### config.mk
export PLATFORM = sky130hd
export DESIGN_NAME = sum_checked_frame_receiver_unit
export DESIGN_NICKNAME = d
export VERILOG_FILES = /design/src/sv/scfr_pkg.sv /design/src/sv/scfr_parser.sv /design/src/sv/scfr_out_reg.sv /design/src/sv/sum_checked_frame_receiver_unit.sv
export SDC_FILE = /design/constraint.sdc
export NUM_CORES = 1
export LEC_CHECK = 0
export ABC_CLOCK_PERIOD_IN_PS = 3300
export BUFFER_PORTS_ARGS = -buffer_cell sky130_fd_sc_hd__buf_2
export CELL_PAD_IN_SITES_DETAIL_PLACEMENT = 1
export CELL_PAD_IN_SITES_GLOBAL_PLACEMENT = 1
export CORE_MARGIN = 2
export CORE_UTILIZATION = 40
export CTS_CLUSTER_DIAMETER = 150
export CTS_CLUSTER_SIZE = 30
export DETAILED_ROUTE_END_ITERATION = 8
export PLACE_DENSITY_LB_ADDON = 0.1
export SLEW_MARGIN = 30
export SYNTH_ARGS = -nofsm -noshare
export SYNTH_HDL_FRONTEND = slang
export SYNTH_SLANG_ARGS = --single-unit
### constraint.sdc
create_clock -name clk -period 3.3 [get_ports clk]
set_input_delay 0.33 -clock clk [delete_from_list [all_inputs] [get_ports clk]]
set_output_delay 0.33 -clock clk [all_outputs]
set_load 0.005 [all_outputs]
### src/sv/scfr_pkg.sv
`default_nettype none
package scfr_pkg;

  localparam int unsigned BYTE_W = 8;
  localparam int unsigned IDX_W  = 9;

  localparam logic [BYTE_W-1:0] HEADER_CODE  = 8'hF1;
  localparam logic [BYTE_W-1:0] TRAILER_CODE = 8'h7E;

  // Fixed positions at the head of a frame
  localparam logic [IDX_W-1:0] POS_HUNT = 9'd0;
  localparam logic [IDX_W-1:0] POS_HDR1 = 9'd1;
  localparam logic [IDX_W-1:0] POS_SEQ  = 9'd2;
  localparam logic [IDX_W-1:0] POS_LEN  = 9'd3;

  // Index of the checksum byte minus the length value
  localparam logic [IDX_W-1:0] SUM_OFFSET = 9'd4;

  typedef struct packed {
    logic [BYTE_W-1:0] frame_byte;
    logic [IDX_W-1:0]  byte_index;
    logic              last;
    logic              frame_ok;
    logic [BYTE_W-1:0] length_field;
  } scfr_res_t;

endpackage
`default_nettype wire

### src/sv/scfr_parser.sv
`default_nettype none
module scfr_parser (
  input  wire logic                      clk,
  input  wire logic                      rst_n,
  input  wire logic [scfr_pkg::BYTE_W-1:0] item_byte,
  input  wire logic                      step,
  output logic                           res_valid,
  output scfr_pkg::scfr_res_t            res
);
  import scfr_pkg::*;

  logic [IDX_W-1:0]  pos_r, pos_nxt;
  logic [BYTE_W-1:0] len_r, len_nxt;
  logic [BYTE_W-1:0] sum_r, sum_nxt;
  logic              match_r, match_nxt;
  logic [IDX_W-1:0]  sum_pos;
  logic              last;
  logic              ok;

  assign sum_pos = {1'b0, len_r} + SUM_OFFSET;

  // Decode one byte against the frame position
  always_comb begin
    pos_nxt   = pos_r;
    len_nxt   = len_r;
    sum_nxt   = sum_r;
    match_nxt = match_r;
    res_valid = 1'b1;
    last      = 1'b0;
    ok        = 1'b0;
    case (pos_r)
      POS_HUNT: begin
        if (item_byte == HEADER_CODE) begin
          pos_nxt   = POS_HDR1;
          len_nxt   = '0;
          sum_nxt   = '0;
          match_nxt = 1'b0;
        end else begin
          res_valid = 1'b0;
        end
      end
      POS_HDR1: begin
        if (item_byte == HEADER_CODE) begin
          pos_nxt = POS_SEQ;
        end else begin
          res_valid = 1'b0;
          pos_nxt   = POS_HUNT;
          len_nxt   = '0;
          sum_nxt   = '0;
          match_nxt = 1'b0;
        end
      end
      POS_SEQ: begin
        sum_nxt = item_byte;
        pos_nxt = POS_LEN;
      end
      POS_LEN: begin
        sum_nxt = sum_r + item_byte;
        len_nxt = item_byte;
        pos_nxt = pos_r + 9'd1;
      end
      default: begin
        if (pos_r < sum_pos) begin
          sum_nxt = sum_r + item_byte;
          pos_nxt = pos_r + 9'd1;
        end else if (pos_r == sum_pos) begin
          match_nxt = (sum_r == item_byte);
          pos_nxt   = pos_r + 9'd1;
        end else begin
          last = 1'b1;
          ok   = match_r && (item_byte == TRAILER_CODE);
        end
      end
    endcase

    // Drop back to hunting after the end code
    if (last) begin
      pos_nxt   = POS_HUNT;
      len_nxt   = '0;
      sum_nxt   = '0;
      match_nxt = 1'b0;
    end
  end

  // Result fields; the length shows as updated by this byte
  always_comb begin
    res.frame_byte   = item_byte;
    res.byte_index   = pos_r;
    res.last         = last;
    res.frame_ok     = ok;
    res.length_field = (pos_r == POS_HUNT) ? '0 :
                       (pos_r == POS_LEN)  ? item_byte : len_r;
  end

  // Advance state once per consumed item
  always_ff @(posedge clk) begin
    if (!rst_n) begin
      pos_r   <= POS_HUNT;
      len_r   <= '0;
      sum_r   <= '0;
      match_r <= 1'b0;
    end else if (step) begin
      pos_r   <= pos_nxt;
      len_r   <= len_nxt;
      sum_r   <= sum_nxt;
      match_r <= match_nxt;
    end
  end

endmodule
`default_nettype wire

### src/sv/scfr_out_reg.sv
`default_nettype none
module scfr_out_reg (
  input  wire logic                clk,
  input  wire logic                rst_n,
  input  wire logic                load,
  input  wire scfr_pkg::scfr_res_t load_res,
  input  wire logic                out_stall,
  output logic                     free,
  output logic                     valid,
  output scfr_pkg::scfr_res_t      res
);
  import scfr_pkg::*;

  logic      valid_r, valid_nxt;
  scfr_res_t res_r;

  // Slot frees when empty or when its item leaves this cycle
  assign free = !valid_r || !out_stall;

  always_comb begin
    valid_nxt = valid_r;
    if (load) begin
      valid_nxt = 1'b1;
    end else if (free) begin
      valid_nxt = 1'b0;
    end
  end

  always_ff @(posedge clk) begin
    if (!rst_n) begin
      valid_r <= 1'b0;
    end else begin
      valid_r <= valid_nxt;
    end
  end

  // Hold payload while stalled
  always_ff @(posedge clk) begin
    if (load) begin
      res_r <= load_res;
    end
  end

  assign valid = valid_r;
  assign res   = res_r;

endmodule
`default_nettype wire

### src/sv/sum_checked_frame_receiver_unit.sv
// Frame receiver for a byte stream from a serial link.
// Input channel: in_valid / in_stall / in_rx_byte, one received byte per item.
// Output channel: out_valid / out_stall plus the echoed byte, its index in the
// frame, last, frame_ok (meaningful on last) and the captured length byte.
// Bytes outside a frame (during the header hunt, or a broken second header
// byte) give no output item; every byte of a frame gives exactly one.
// A byte passes through the input register, then the decode into the result
// register, before it shows on the output.
// Throughput: one byte per cycle while in_stall stays low; the input register and the
// result register are decoupled, so a byte can be taken while a result waits.
// When out_stall is high the result register holds its item; the input
// register still drains bytes that produce no output, and in_stall rises
// only while a byte with a result is held back by a full result register.
// Reset (rst_n low, synchronous) empties both registers and returns the
// parser to the header hunt with length, sum and match flag cleared.
`default_nettype none
module sum_checked_frame_receiver_unit (
  input  wire logic                         clk,
  input  wire logic                         rst_n,
  input  wire logic                         in_valid,
  output logic                              in_stall,
  input  wire logic [scfr_pkg::BYTE_W-1:0]  in_rx_byte,
  output logic                              out_valid,
  input  wire logic                         out_stall,
  output logic [scfr_pkg::BYTE_W-1:0]       out_frame_byte,
  output logic [scfr_pkg::IDX_W-1:0]        out_byte_index,
  output logic                              out_last,
  output logic                              out_frame_ok,
  output logic [scfr_pkg::BYTE_W-1:0]       out_length_field
);
  import scfr_pkg::*;

  logic              s1_valid_r, s1_valid_nxt;
  logic [BYTE_W-1:0] s1_byte_r;
  logic              s1_consume;
  logic              in_accept;
  logic              res_valid;
  scfr_res_t         res;
  logic              out_free;
  logic              out_load;
  scfr_res_t         out_res;

  // Consume the held byte when its result has room, or when it has none
  assign s1_consume = s1_valid_r && (out_free || !res_valid);
  assign out_load   = s1_consume && res_valid;
  assign in_stall   = s1_valid_r && !s1_consume;
  assign in_accept  = in_valid && !in_stall;

  always_comb begin
    s1_valid_nxt = s1_valid_r;
    if (in_accept) begin
      s1_valid_nxt = 1'b1;
    end else if (s1_consume) begin
      s1_valid_nxt = 1'b0;
    end
  end

  // Input register
  always_ff @(posedge clk) begin
    if (!rst_n) begin
      s1_valid_r <= 1'b0;
    end else begin
      s1_valid_r <= s1_valid_nxt;
    end
  end

  always_ff @(posedge clk) begin
    if (in_accept) begin
      s1_byte_r <= in_rx_byte;
    end
  end

  scfr_parser u_parser (
    .clk       (clk),
    .rst_n     (rst_n),
    .item_byte (s1_byte_r),
    .step      (s1_consume),
    .res_valid (res_valid),
    .res       (res)
  );

  scfr_out_reg u_out (
    .clk       (clk),
    .rst_n     (rst_n),
    .load      (out_load),
    .load_res  (res),
    .out_stall (out_stall),
    .free      (out_free),
    .valid     (out_valid),
    .res       (out_res)
  );

  assign out_frame_byte   = out_res.frame_byte;
  assign out_byte_index   = out_res.byte_index;
  assign out_last         = out_res.last;
  assign out_frame_ok     = out_res.frame_ok;
  assign out_length_field = out_res.length_field;

endmodule
`default_nettype wire

==> impl_metrics.csv <==
group,metric,value,unit
cts,cts_tree,"built",
logic_synthesis,async_flop_share,0,%
run_status,status,"finished clean",
finish,drive_gt1_share,20.3,%
die,die_y,95.4,um
sta,fin_tns_setup,0,ns
cts,ctsHoldBuffers,0,
route,vias,2669,
logic_synthesis,syn_area,3340,um2
worst_setup_path,cp.depth,10,
route,firstDrtPassIters,4,
cts,cts_setup_buffers,0,
worst_setup_path,crit_chain,"ha_1, and3_1, nand3_1, ha_1, and4_1, o211ai_1, o211ai_1, a21oi_1, a41oi_1, a31oi_1",
placed_design,port_buffers,40,
cts,cts_buffers,9,
worst_setup_path,path_buf_inv,0,
sta,finalCritPeriodShare,88.8,%
finish,layout_common_cells,"buf_2 (40), nand2_1 (35), edfxtp_1 (35)",
finish,utilization,48.3,%
worst_setup_path,worstReg2RegEnd,"u_parser.pos_r[8]",
route,drc_errors,0,
sta,setup-violations-final,0,
worst_setup_path,crit_required,3.59,ns
global_routing,antenna_found_initial,0,
pwr,vdd_drop_max,187,uV
die,pin_count,41,
sta,skew,0.00877,ns
finish,stdcell_area,3930,um2
cts,clock-root-buffer,"clkbuf_8",
die,fp.dieArea,9090,um2
placed_design,gp_congestion,0.851,
finish,syn2layout_area_growth,17.7,%
hold_path,min_path_type,"in -> reg",
pwr,p_total,0.00177,W
sta,slew_headroom,58.7,%
logic_synthesis,yosys.cell_types.count,55,
worst_setup_path,r2r-start,"u_parser.len_r[2]",
logic_synthesis,synthFlopType,"edfxtp_1",
logic_synthesis,yosys_warnings,0,
worst_setup_path,crit_path_end,"u_parser.pos_r[8]",
worst_setup_path,slowest_delay,0.54,ns
cts,clkLatencyLatePin,0.35,ns
logic_synthesis,synthesis.nets,356,
finish,insertedDiodeCount,0,
global_routing,grt_pass1_wl,14000,um
finish,multi_input_area,1640,um2
worst_setup_path,path_max_fanout,7,
sta,worstMarginPinSlew,0.616,ns
sta,hold_viol,0,
route,drt_iter0_drc,155,
finish,final_nets,404,
worst_setup_path,r2r_slack,0.37,ns
global_routing,grt_remaining_overflow,0,
pwr,powerDensity,450,nW/um2
finish,final_common_cell,"buf_2",
logic_synthesis,yosysSeqAreaShare,48.3,%
die,start_util,41.0,%
die,coreArea,8130,um2
route,drt-total-wl,8690,um
sta,max_freq,341,MHz
worst_setup_path,crit_type,"reg -> reg",
worst_setup_path,crit_arrival,3.21,ns
cts,cts.reportedPaths.clkPinSlew,0.08,ns
worst_setup_path,cpLargestDelayFamily,"compound AO/OA/AOI/OAI gates",
finish,regArea,1610,um2
cts,cts_sinks,63,
die,row_count,33,
worst_setup_path,worst_setup_path_start_kind,"register",
worst_setup_path,ff2ff_path_depth,10,
logic_synthesis,synthCells,322,
logic_synthesis,syn_area_per_cell,10.4,um2
sta,slew_violations,0,
placed_design,place_area,3680,um2
worst_setup_path,slowest_stage,"a21oi_1",
pwr,p_leak,1.61,nW
route,via_per_inst,5.56,
cts,cts-resized-gates,0,
worst_setup_path,startpoint,"u_parser.len_r[2]",
global_routing,grt_pass1_vias,2633,
sta,whs,0.151,ns
cts,cts_buffer_depth,2,
finish,fillers,921,
job,cap_violations,0,
sta,period_minus_slack,2.93,ns
logic_synthesis,synth_seq_cells,63,
route,wl_per_cell,18.1,um
worst_setup_path,worst_setup_path_end_kind,"register",
logic_synthesis,synth_edf_count,35,
die,die_width,95.4,um
placed_design,dp_hpwl,6110,um
sta,rsz0062_at_grt,"no",
cts,htreeDepth,3,
route,ant_nets,0,
global_routing,grt_max_degree,28,
global_routing,gr-usage-all-layers,20.6,%
==> through the flow <==
stage	instances	setup slack [ns]
5_1_grt	480	0.106
4_1_cts	480	0.369
3_3_place_gp	464	0.551
6_report	480	0.371
2_1_floorplan	322	0.258
3_5_place_dp	464	0.436
==> final cells by class <==
type	instances	area share, %
clock buffers	9	3.15
clock inverters	7	3.25
inverters	10	0.956
multi-input cells	238	41.6
flip-flops and latches	63	41.0
well taps	105	3.35
repair buffers	48	6.63
==> sequential cells by signal, summed over array words and instances, names as in the netlist <==
signal	flops
u_out.res	27
u_parser.pos_r	9
s1_byte_r	8
u_parser.len_r	8
u_parser.sum_r	8
s1_valid_r	1
u_out.valid	1
u_parser.match_r	1
==> Yosys cell counts (2+ instances only) <==
| cell | instances | area, um2 |
|---|---|---|
| o31ai_1 | 2 | 15.0 |
| a21boi_1 | 5 | 37.5 |
| nand3_1 | 21 | 105 |
| o21ai_0 | 6 | 30.0 |
| and3_1 | 10 | 62.6 |
| o2bb2ai_1 | 3 | 26.3 |
| mux2_2 | 2 | 22.5 |
| o21a_1 | 2 | 15.0 |
| nand2_1 | 35 | 131 |
| a31oi_1 | 5 | 31.3 |
| ha_1 | 21 | 263 |
| o211ai_1 | 2 | 15.0 |
| buf_2 | 4 | 20.0 |
| nor2b_1 | 2 | 12.5 |
| edfxtp_1 | 35 | 1050 |
| dfxtp_1 | 28 | 561 |
| a21oi_1 | 13 | 65.1 |
| or2_2 | 3 | 18.8 |
| a21o_1 | 6 | 45.0 |
| clkbuf_1 | 4 | 15.0 |
| xnor2_1 | 5 | 43.8 |
| nor4_1 | 3 | 18.8 |
| nor3b_1 | 2 | 15.0 |
| a21boi_0 | 6 | 45.0 |
| inv_1 | 10 | 37.5 |
| nand4_1 | 7 | 43.8 |
| and4_1 | 2 | 17.5 |
| o22ai_1 | 11 | 68.8 |
| nand2b_1 | 8 | 50.1 |
| a22o_1 | 13 | 114 |
| xor2_1 | 5 | 43.8 |
| o21ai_1 | 4 | 20.0 |
| nor3_1 | 3 | 15.0 |
| nor2_1 | 13 | 48.8 |
==> how the worst min path moves through the flow <==
stage,start,endpoint,cells after the start
after floorplan,s1_byte_r[7],u_out.res[26],0
after global placement,u_parser.match_r,u_parser.match_r,2
after detailed placement,u_parser.match_r,u_parser.match_r,2
after CTS,in_rx_byte[4],s1_byte_r[4],1
after global routing,in_rx_byte[2],s1_byte_r[2],1
final,in_rx_byte[4],s1_byte_r[4],1
==> per-layer routing <==
layer	GRT usage, %	up-vias	wire length, um
li1	-	1315	-
met1	29.0	1296	4230
met2	31.8	47	4040
met3	2.92	11	275
met4	7.97	0	138
met5	0	-	0
==> logic make-up (layout without fill, tap and decap cells) <==
group / after synthesis / in the layout / synth area share (%)
AO/OA/AOI/OAI: 90 / 90 / 19.3
buffers and inverters: 21 / 74 / 2.85
adder cells (fa/ha/maj): 22 / 22 / 8.47
multiplexers: 3 / 3 / 0.974
flip-flops: 63 / 63 / 48.3
AND/OR/NAND/NOR: 113 / 113 / 17.5
XOR/XNOR: 10 / 10 / 2.62
==> power by group <==
group,switching [W],leakage [nW],internal (W)
sequential,0.0000189,0.592,0.000833
clock,0.000341,0.126,0.000513
combinational,0.0000342,0.891,0.0000246
total,0.000394,1.61,0.00137
Note: power is estimated with default switching activity, not from simulation.
